`src/ppdc_pkg.sv`:
```
// Shared types and constants for the packet payload decrypt and check block.
// Holds the input and result item structs and the configuration register map.
// No dependencies.
package ppdc_pkg;

  // Configuration register map: register index is paddr[2].
  localparam int unsigned CFG_ADDR_W = 3;
  localparam int unsigned CFG_DATA_W = 32;
  localparam logic        REG_FIXED_KEY = 1'b0;

  // One input item: an encrypted byte of the packet region.
  typedef struct packed {
    logic [7:0] cipher_byte;
    logic [7:0] random_key;
    logic       first_byte;
    logic       last_byte;
  } in_item_t;

  // One result item: the decrypted byte and its packet flags.
  typedef struct packed {
    logic [7:0] plain_byte;
    logic       is_payload;
    logic       end_of_packet;
    logic       checksum_ok;
  } out_item_t;

endpackage

```
`src/ppdc_datapath.sv`:
```
// Decryption datapath and per-packet chain state of the decrypt block.
// Turns one registered input item into one result item in a single pass.
// Depends on ppdc_pkg.
module ppdc_datapath (
  input  logic               clk,
  input  logic               rst_n,
  input  logic               advance,
  input  ppdc_pkg::in_item_t item,
  input  logic [7:0]         fixed_key,
  output ppdc_pkg::out_item_t result
);
  import ppdc_pkg::*;

  logic [7:0] prev_cipher_r, prev_cipher_nxt;
  logic [7:0] prev_inner_r, prev_inner_nxt;
  logic [7:0] position_r, position_nxt;
  logic [7:0] running_sum_r, running_sum_nxt;
  logic [7:0] packet_key_r, packet_key_nxt;
  logic [7:0] expected_sum_r, expected_sum_nxt;

  logic [7:0] pc, pi, pos, sum, key;
  logic [7:0] inner, plain;

  // A packet start clears the chain and takes the new random key.
  always_comb begin
    pc  = item.first_byte ? 8'd0 : prev_cipher_r;
    pi  = item.first_byte ? 8'd0 : prev_inner_r;
    pos = item.first_byte ? 8'd0 : position_r;
    sum = item.first_byte ? 8'd0 : running_sum_r;
    key = item.first_byte ? item.random_key : packet_key_r;
  end

  // Two chained XOR layers, then the running payload sum.
  always_comb begin
    position_nxt     = pos + 8'd1;
    inner            = item.cipher_byte ^ (pc + fixed_key + position_nxt);
    plain            = inner ^ (pi + key + position_nxt);
    prev_cipher_nxt  = item.cipher_byte;
    prev_inner_nxt   = inner;
    packet_key_nxt   = key;
    expected_sum_nxt = item.first_byte ? plain : expected_sum_r;
    running_sum_nxt  = item.first_byte ? 8'd0 : sum + plain;
  end

  // Result fields; the checksum verdict shows only on the last byte.
  always_comb begin
    result.plain_byte    = plain;
    result.is_payload    = ~item.first_byte;
    result.end_of_packet = item.last_byte;
    result.checksum_ok   = item.last_byte && (running_sum_nxt == expected_sum_nxt);
  end

  // Chain state moves only when the item passes into the result register.
  always_ff @(posedge clk) begin
    if (!rst_n) begin
      prev_cipher_r  <= 8'd0;
      prev_inner_r   <= 8'd0;
      position_r     <= 8'd0;
      running_sum_r  <= 8'd0;
      packet_key_r   <= 8'd0;
      expected_sum_r <= 8'd0;
    end else if (advance) begin
      prev_cipher_r  <= prev_cipher_nxt;
      prev_inner_r   <= prev_inner_nxt;
      position_r     <= position_nxt;
      running_sum_r  <= running_sum_nxt;
      packet_key_r   <= packet_key_nxt;
      expected_sum_r <= expected_sum_nxt;
    end
  end

endmodule

```
`src/packet_payload_decrypt_check_core.sv`:
```
// Top level of the packet payload decrypt and check block.
// Holds the input and result registers, the handshake and the config port.
// Depends on ppdc_pkg and ppdc_datapath.
//
// Usage: each input item carries one encrypted byte of a packet region; the
// item with first_byte set is the checksum byte and brings the packet key,
// the item with last_byte set closes the packet. Every input item gives
// exactly one result item with the decrypted byte, a payload flag, an end
// flag and, on the end item, the checksum verdict.
// Path: an accepted item waits in the input register, then passes into the result
// register; out_valid rises once it is there, and its result can then be taken.
// Throughput: one item per cycle while out_stall is low; the chain state update is
// the only loop and it closes through the chain state registers of the datapath.
// Stalls: while out_stall holds a waiting result, one more item still enters
// the input register; in_stall rises only when both registers are full.
// Reset (rst_n low, synchronous) empties both registers, clears the chain
// state and sets fixed_key to zero. The APB-style port writes fixed_key at
// byte address 0; write it only while the block is idle.
module packet_payload_decrypt_check_core (
  input  logic                               clk,
  input  logic                               rst_n,
  input  logic                               in_valid,
  output logic                               in_stall,
  input  ppdc_pkg::in_item_t                 in_item,
  output logic                               out_valid,
  input  logic                               out_stall,
  output ppdc_pkg::out_item_t                out_item,
  input  logic                               psel,
  input  logic                               penable,
  input  logic                               pwrite,
  input  logic [ppdc_pkg::CFG_ADDR_W-1:0]    paddr,
  input  logic [ppdc_pkg::CFG_DATA_W-1:0]    pwdata,
  output logic [ppdc_pkg::CFG_DATA_W-1:0]    prdata,
  output logic                               pready
);
  import ppdc_pkg::*;

  logic       in_valid_r;
  in_item_t   in_item_r;
  logic       out_valid_r;
  out_item_t  out_item_r;
  out_item_t  result;
  logic [7:0] fixed_key_r;
  logic       advance;
  logic       in_take;
  logic       cfg_write;

  // Configuration port: one register, always ready.
  assign pready    = 1'b1;
  assign cfg_write = psel && penable && pwrite && (paddr[2] == REG_FIXED_KEY);
  assign prdata    = (paddr[2] == REG_FIXED_KEY) ?
                     {{(CFG_DATA_W-8){1'b0}}, fixed_key_r} : '0;

  always_ff @(posedge clk) begin
    if (!rst_n) begin
      fixed_key_r <= 8'd0;
    end else if (cfg_write) begin
      fixed_key_r <= pwdata[7:0];
    end
  end

  // The input register moves on when the result register is free or draining.
  assign advance  = in_valid_r && (!out_valid_r || !out_stall);
  assign in_stall = in_valid_r && !advance;
  assign in_take  = in_valid && !in_stall;

  always_ff @(posedge clk) begin
    if (!rst_n) begin
      in_valid_r <= 1'b0;
    end else if (in_take || advance) begin
      in_valid_r <= in_take;
    end
  end

  always_ff @(posedge clk) begin
    if (in_take) begin
      in_item_r <= in_item;
    end
  end

  ppdc_datapath u_datapath (
    .clk       (clk),
    .rst_n     (rst_n),
    .advance   (advance),
    .item      (in_item_r),
    .fixed_key (fixed_key_r),
    .result    (result)
  );

  // Result register holds its item while the receiver stalls.
  always_ff @(posedge clk) begin
    if (!rst_n) begin
      out_valid_r <= 1'b0;
    end else if (!out_valid_r || !out_stall) begin
      out_valid_r <= advance;
    end
  end

  always_ff @(posedge clk) begin
    if (advance) begin
      out_item_r <= result;
    end
  end

  assign out_valid = out_valid_r;
  assign out_item  = out_item_r;

endmodule

```
`config.mk`:
```
export PLATFORM = sky130hd
export DESIGN_NAME = packet_payload_decrypt_check_core
export DESIGN_NICKNAME = d
export VERILOG_FILES = /design/src/ppdc_pkg.sv /design/src/ppdc_datapath.sv /design/src/packet_payload_decrypt_check_core.sv
export SDC_FILE = /design/constraint.sdc
export NUM_CORES = 1
export LEC_CHECK = 0
export BUFFER_PORTS_ARGS = -buffer_cell sky130_fd_sc_hd__buf_2
export CORE_MARGIN = 2
export CORE_UTILIZATION = 30
export DETAILED_ROUTE_END_ITERATION = 10
export HOLD_SLACK_MARGIN = 0.05
export SYNTH_ARGS = -nofsm -noshare
export SYNTH_HDL_FRONTEND = slang
export SYNTH_SLANG_ARGS = --single-unit
```
`constraint.sdc`:
```
create_clock -name clk -period 8.68 [get_ports clk]
set_input_delay 1.302 -clock clk [delete_from_list [all_inputs] [get_ports clk]]
set_output_delay 1.302 -clock clk [all_outputs]
set_load 0.02 [all_outputs]
```
### Word level (Yosys, flattened, before mapping)

Cells that the tools add are included.

* flip-flop bits (word level): 87
* latch bits: 0
* bits in writable memories: 0
* bits in read-only memories: 0
* input port bits: 60
* output and inout port bits: 46
* logic and storage cells: 49
* memories kept: 0

* $add $sub $neg: 6
* multiply operators: 0
* divide/modulo/power cells: 0
* $lt $le $gt $ge: 0
* eq/ne operators: 1
* shift-type cells: 0
* mux-type cells: 8
* bitwise gates (word level): 4
* reduce and logical (&&, ||, !) cells: 13

Operators by type and width (count)
* 8-bit 2-to-1 mux: 8
* 8-bit adder: 5
* 8-bit XOR: 2
* 8-bit by 1-bit adder with 8-bit output (second input constant): 1
* 8-bit == test: 1
* 1-bit logical AND: 7
* 1-bit zero test: 4
* 1-bit logical OR: 2
* 1-bit inverter: 2

### Logic depth before layout (Yosys ltp)

Gate-level depths: netlist of the first run.

* word-level depth: 9
* mapped depth: 25
* depth with buffers taken out: 21

### Hierarchy

From an unflattened synthesis of the first run, not the netlist that was laid out.

* cells, all modules: 513
* area total of the unflattened synthesis: 4973.5 um^2

Modules (own cells, without submodules)
* ppdc_datapath: times used 1, cells each 405, area an instance 3427.0 um^2, seq. area each 960.9 um^2
* packet_payload_decrypt_check_core: times used 1, cells each 108, area an instance 1546.5 um^2, seq. area each 1071.0 um^2

### Least setup slack after synthesis of the first run

OpenSTA, ideal clock, no wires.

* path kind: reg-to-reg
* start: reg in_item_r[1] (netlist bit)
* end: reg out_item_r, in the netlist out_item[0], data pin
* library setup time: 0.190 ns
* arrival time: 5.185 ns
* required time: 8.490 ns
* slack: 3.305 ns
* stages on the path, launching flop included: 24
* path buffers: 4
* clock period less this slack: 5.375 ns
* cell sequence: edfxtp_1 -> buf_6 -> clkbuf_1 -> clkbuf_1 -> clkbuf_1 -> nor2b_1 -> ha_1 -> xnor2_1 -> inv_1 -> fa_1 -> inv_1 -> fa_1 -> xor2_1 -> xnor2_1 -> xnor2_1 -> inv_1 -> ha_1 -> o21ai_0 -> o21ai_0 -> a21o_1 -> a21o_1 -> a21o_1 -> xnor2_1 -> a2111oi_2

RTL lines
* start: declaration: RTL line packet_payload_decrypt_check_core.sv:39 `in_item_t in_item_r;`
* start signal: assignment: RTL line packet_payload_decrypt_check_core.sv:77 `in_item_r <= in_item;`
* end signal: assignment: RTL line packet_payload_decrypt_check_core.sv:101 `out_item_r <= result;`
* end: declaration: RTL line packet_payload_decrypt_check_core.sv:41 `out_item_t out_item_r;`

==> results of run 1 <==
[cell usage after synthesis (13+ instances only)]
cell	instances	area (sq um)
buf_4	25	188
inv_1	35	131
fa_1	17	340
nand2_1	91	342
ha_1	20	250
nor2_1	39	146
nor2b_1	26	163
clkbuf_1	16	60.1
edfxtp_1	29	871
a21oi_1	38	190
xnor2_1	31	272
dfxtp_1	58	1160
a211oi_1	13	97.6
[logic make-up after synthesis]
group	after synthesis	share of synthesized area
AO/OA/AOI/OAI	99	0.126
XOR/XNOR	46	0.0858
adder cells (fa/ha/maj)	37	0.117
buffers and inverters	82	0.0813
flip-flops	87	0.404
multiplexers	8	0.0167
other	2	0.00149
AND/OR/NAND/NOR	186	0.167
[worst min path at each step]
stage                           startpoint                     endpoint  cells after the start
3_3_place_gp   u_datapath.running_sum_r[0]  u_datapath.running_sum_r[0]                      2
2_1_floorplan  u_datapath.running_sum_r[0]  u_datapath.running_sum_r[0]                      2
6_report       u_datapath.running_sum_r[0]  u_datapath.running_sum_r[0]                      2
4_1_cts        u_datapath.running_sum_r[0]  u_datapath.running_sum_r[0]                      2
3_5_place_dp   u_datapath.running_sum_r[0]  u_datapath.running_sum_r[0]                      2
5_1_grt        u_datapath.prev_cipher_r[3]  u_datapath.prev_cipher_r[3]                      2
[power groups by stage]
| stage | Sequential, uW | Clock, uW | Combinational [uW] |
|---|---|---|---|
| floorplan | 473 | 0 | 175 |
| global placement | 469 | 0 | 220 |
| detailed placement | 469 | 0 | 223 |
| CTS | 460 | 404 | 223 |
| global route | 463 | 416 | 250 |
| finish | 460 | 389 | 222 |
[through the flow]
step           instance area (sq um)  hold slack, ns
6_report                        5720           0.446
5_1_grt                         5720           0.472
4_1_cts                         5720           0.449
3_5_place_dp                    5420           0.441
3_3_place_gp                    5420           0.435
2_1_floorplan                   5120           0.427
[layer usage]
metal | vias up | track usage
met5 | - | 0
met4 | 0 | 0.0307
met3 | 6 | 0.0369
met2 | 87 | 0.200
met1 | 1608 | 0.151
li1 | 1865 | -
[final cells by class]
cell class,count,area [sq um],area share
Inverter,36,135,0.0236
Clock inverter,7,71.3,0.0125
Timing Repair Buffer,58,300,0.0525
Sequential cell,87,2030,0.355
Tap cell,220,275,0.0481
Clock buffer,9,225,0.0394
Multi-Input combinational cell,401,2680,0.469
[worst max-delay path, cell delays in order (launching register included)]
cell and delay [ns]:
edfxtp_1 0.52, buf_4 0.48, inv_1 0.42, nand2_1 0.19
fa_1 0.42, inv_1 0.07, ha_1 0.18, inv_1 0.06
fa_1 0.40, xor2_1 0.18, xnor2_1 0.32, xnor2_1 0.21
inv_1 0.11, ha_1 0.34, o21ai_0 0.11, o21ai_0 0.15
a21o_1 0.21, a21o_1 0.21, a21o_1 0.17, xnor2_1 0.13
a2111oi_2 0.41
==> metrics, run 1 <==
vias post-DR=around 3600; Total Die Area=about 18000 sq um; commonest non-fill, non-tap cell in the layout=nand2_1; Worst-Margin Slew=roughly 1.0 ns; first-pass GRT wire length=approximately 17000 um; Leak Pwr=0.00242 uW; # diodes=0; metal3 WL=584 um; Die X=roughly 130 um; clk_skew=between 0.007 and 0.008 ns; Top Layer Used=met4; Async S/R FF share, synth=0; H-tree depth=3; row cnt=47; Top FF cell, synth=dfxtp_1; Distinct cells, synth=50; core area=16500 sq um; most frequent cells in the layout=91 x nand2_1, 58 x dfxtp_1, 54 x buf_2; Syn Area/Cell=about 9 sq um; layout cells sized above 1=0.135; Startpoint Class=flip-flop; Post-synth EDFFs=29; fin util=0.347; final hold vios=0; Post-route DRC=0; Net Sw Frac=0.291; worst skew pair latency=between 0.3 and 0.4 ns; crit path to=out_item[0]; Layout Cells excl Fill=a little over 800; max FFs per register=18; buffers inserted by post-CTS timing repair=0; slew margin rel.=0.300; Biggest register=in_item_r; starting density of the core=0.306; FF-to-FF setup slack=between 3 and 4 ns; Bufs on Longest Clock Path=2; sequential-to-total area share from yosys stat=0.404; number of global-route vias before repair=about 3400; worst r2r dst=out_item[0]; Tot Pwr=around 1100 uW; placed insts=802; half-perimeter wire length after placement=7260 um; via/cell ratio=4.36; Ys Warns=0; Synth Register Bits=87; Comb pwr share=0.207; first-pass iteration count of the detailed router=4; critical path peak fanout=39; initial antenna violation count=0; WL met1=approximately 4700 um; met2 routed WL=about 4700 um; largest net degree at the start of global routing=approximately 50; hold-fix buffers at CTS=0; Critical Path Sink Type=flip-flop; post-DR wirelength/cell=around 12 um; Worst R2R Start=in_item_r[1]; Pint=approximately 760 uW; Pwr Density=~190 nW/um^2; Tmin final=roughly 5.5 ns; Root Driver=clkbuf_16; Flop pwr share=0.430; Clk pin slew, worst setup/hold paths=0.06 ns; gpl congestion=0.744; Req. time, crit path=8.80 ns; Max Slew Vio Count=0; antenna viol nets, final=0; Max Clock Freq=about 180 MHz; CTS tree=done; outcome=finished clean; nets=just under 700; # fillers=~1700; crit path launch=in_item_r[1]; CTS Buf Count=9; IO Port Bufs=54; Area growth syn-to-layout=13.7%; P_sw=just over 300 uW; Clk pwr share=0.363; Syn Std Cell Area=between 5000 and 6000 sq um; GRT Util Overall=0.120; Worst Setup Path Type=flip-flop to flip-flop; grt total ovfl=0; setup ws final=3.15 ns; Critical Path AT=5.65 ns; RSZ-0062 raised after global routing=no; fin crit share=0.637; post-CTS resize count=0; Place WS=between 3 and 4 ns; VDD IR max=110 uV; final WL=~10000 um; Setup TNS=0 ns; CTS sink count=87; DR iter-0 viols=about 150; Final setup viols=0; Synth Instances=547; MaxCap Viol Count=0; Reg2Reg Depth=20; Ports=between 100 and 150; Die Height=134 um; Worst Hold Class=flip-flop to flip-flop
Power figures use the tool's default switching activity.
==> run 2, diff against run 1 <==
--- a/config.mk
+++ b/config.mk
@@ -5,6 +5,7 @@
 export SDC_FILE = /design/constraint.sdc
 export NUM_CORES = 1
 export LEC_CHECK = 0
+export ABC_AREA = 1
 export BUFFER_PORTS_ARGS = -buffer_cell sky130_fd_sc_hd__buf_2
 export CORE_MARGIN = 2
 export CORE_UTILIZATION = 30
==> constraint.sdc (replaced) <==
create_clock -name clk -period 5.4 [get_ports clk]
set_input_delay 0.81 -clock clk [delete_from_list [all_inputs] [get_ports clk]]
set_output_delay 0.81 -clock clk [all_outputs]
set_load 0.02 [all_outputs]
==> metrics, run 2 <==
Root Driver=clkbuf_16; clk_skew=between 0.007 and 0.008 ns; CP max stage cell=fa_1; CTS tree=done; Most common cell on crit path=nand2_1; row cnt=around 50; Place WS=~0.36 ns; Final setup viols=0; Area growth syn-to-layout=12.4%; buffers inserted by post-CTS timing repair=0; Distinct cells, synth=34; Ports=106; placed insts=1013; Pwr Density=~300 nW/um^2; count leader, synth=nand2_1; hold-fix buffers at CTS=0; Synth area leader=dfxtp_1; DP Area=between 5000 and 6000 sq um; Critical Path Sink Type=flip-flop; DR iter-0 viols=245; Total Die Area=19700 sq um; critical path peak fanout=17; Worst Hold Class=flip-flop to flip-flop; Synth Register Bits=87; Ys Warns=0; slowest stage delay, CP=slightly above 0.5 ns; commonest non-fill, non-tap cell in the layout=nand2_1; H-tree depth=3; Top FF cell, synth=dfxtp_1; Reg2Reg Depth=29; most frequent cells in the layout=145 x nand2_1, 123 x inv_1, 62 x nand3_1; Async S/R FF share, synth=0; RSZ-0062 raised after global routing=no; Tmin final=4.96 ns; final WL=around 12000 um; Post-synth EDFFs=29; Leak Pwr=0.00309 uW; antenna viol nets, final=0; number of global-route vias before repair=4278; synth top area cells=dfxtp_1 21%, edfxtp_1 16%, nand2_1 9.7%, inv_1 8.3%, fa_1 6.1%; Clk pin slew, worst setup/hold paths=~0.060 ns; GRT Util Overall=0.132; MaxCap Viol Count=0; half-perimeter wire length after placement=around 9000 um; Max Slew Vio Count=0; worst skew pair latency=between 0.3 and 0.4 ns; Post-synth top cells=145 x nand2_1, 123 x inv_1, 62 x nand3_1, 59 x nor2_1, 58 x dfxtp_1; Critical Path AT=approximately 5 ns; first-pass iteration count of the detailed router=5; # diodes=0; sequential-to-total area share from yosys stat=0.364; hold path depth=2; gpl congestion=between 0.8 and 0.9; Syn Area/Cell=7.44 sq um; setup ws final=approximately 0.44 ns; max FFs per register=18; Design Area, Final=roughly 6300 sq um; CTS Buf Count=9; Startpoint Class=flip-flop; CTS sink count=between 80 and 90; Max Clock Freq=202 MHz; starting density of the core=0.308; initial antenna violation count=0; IO Port Bufs=54; VDD IR max=~150 uV; outcome=finished clean; vias post-DR=~4600; first-pass GRT wire length=20600 um; fin util=0.346; Setup TNS=0 ns; post-CTS resize count=0; post-DR wirelength/cell=roughly 12 um; Biggest register=in_item_r; layout cells sized above 1=0.131; Req. time, crit path=around 5.5 ns; final hold vios=0; grt total ovfl=0; Post-route DRC=0; core area=approximately 18000 sq um; fin crit share=0.918; Layout Cells excl Fill=1029; largest net degree at the start of global routing=76; Syn Std Cell Area=5590 sq um; Worst-Margin Slew=0.938 ns; via/cell ratio=approximately 4.5; area fraction of the dominant cell type after synthesis=0.208; slew margin rel.=0.374; Synth Instances=roughly 750; Bufs on Longest Clock Path=2; nets=roughly 890; Die Height=roughly 140 um; Worst Setup Path Type=flip-flop to flip-flop; Die X=around 140 um
==> run 2: layer usage <==
metal,vias to the layer above,global-route usage,share of wire,routed length (um)
li1,2450,-,-,-
met1,2039,0.167,0.48,5840
met2,84,0.226,0.47,5690
met3,9,0.0356,0.048,586
met4,0,0.0295,0.0092,112
met5,-,0,0,0
==> run 2: final cells by class <==
type	count	area (sq um)
Fill cell	1911	11900
Clock inverter	1	5.00
Timing Repair Buffer	61	323
Inverter	125	469
Multi-Input combinational cell	511	2900
Sequential cell	87	2030
Tap cell	229	287
Clock buffer	15	268
==> run 2: critical path: cells and delay by family, from the launching register on <==
kind,cells,cell delay (ns)
AOI/OAI and AO/OA,1,0.31
adders and majority gates,3,1.18
xor gates and xnor gates,1,0.27
DFF,1,0.48
and+or+nand+nor,16,1.72
buffers and inverters,8,0.74
==> run 2: cell families (layout without fill, tap and decap cells) <==
family | count (synthesis) | count (layout) | share of synthesized area
AO/OA/AOI/OAI | 120 | 120 | 0.114
flip-flops | 87 | 87 | 0.364
XOR/XNOR | 14 | 14 | 0.0219
AND/OR/NAND/NOR | 311 | 311 | 0.248
buffers and inverters | 176 | 202 | 0.139
adder cells (fa/ha/maj) | 37 | 37 | 0.106
other | 2 | 25 | 0.00134
multiplexers | 4 | 4 | 0.00716
==> run 2: path summary, 6_finish.rpt <==
check	start	end	slack [ns]
hold / removal	u_datapath.packet_key_r[6]	u_datapath.packet_key_r[6]	0.45
setup / recovery	in_item_r[1]	out_item[0]	0.44
hold reg to reg	u_datapath.packet_key_r[6]	u_datapath.packet_key_r[6]	0.45
setup reg to reg	in_item_r[1]	out_item[0]	0.44
==> run 2: power breakdown <==
group	total (uW)	internal (uW)	switching, uW
registers	754	732	22.0
logic	502	173	329
clock network	586	337	249
==> run 2: stage by stage <==
| stage | hold slack, ns | total power, uW |
|---|---|---|
| final | 0.449 | 1840 |
| after global routing | 0.464 | 1980 |
| after CTS | 0.454 | 1860 |
| after detailed placement | 0.445 | 1270 |
| after global placement | 0.436 | 1260 |
| after floorplan | 0.419 | 1160 |
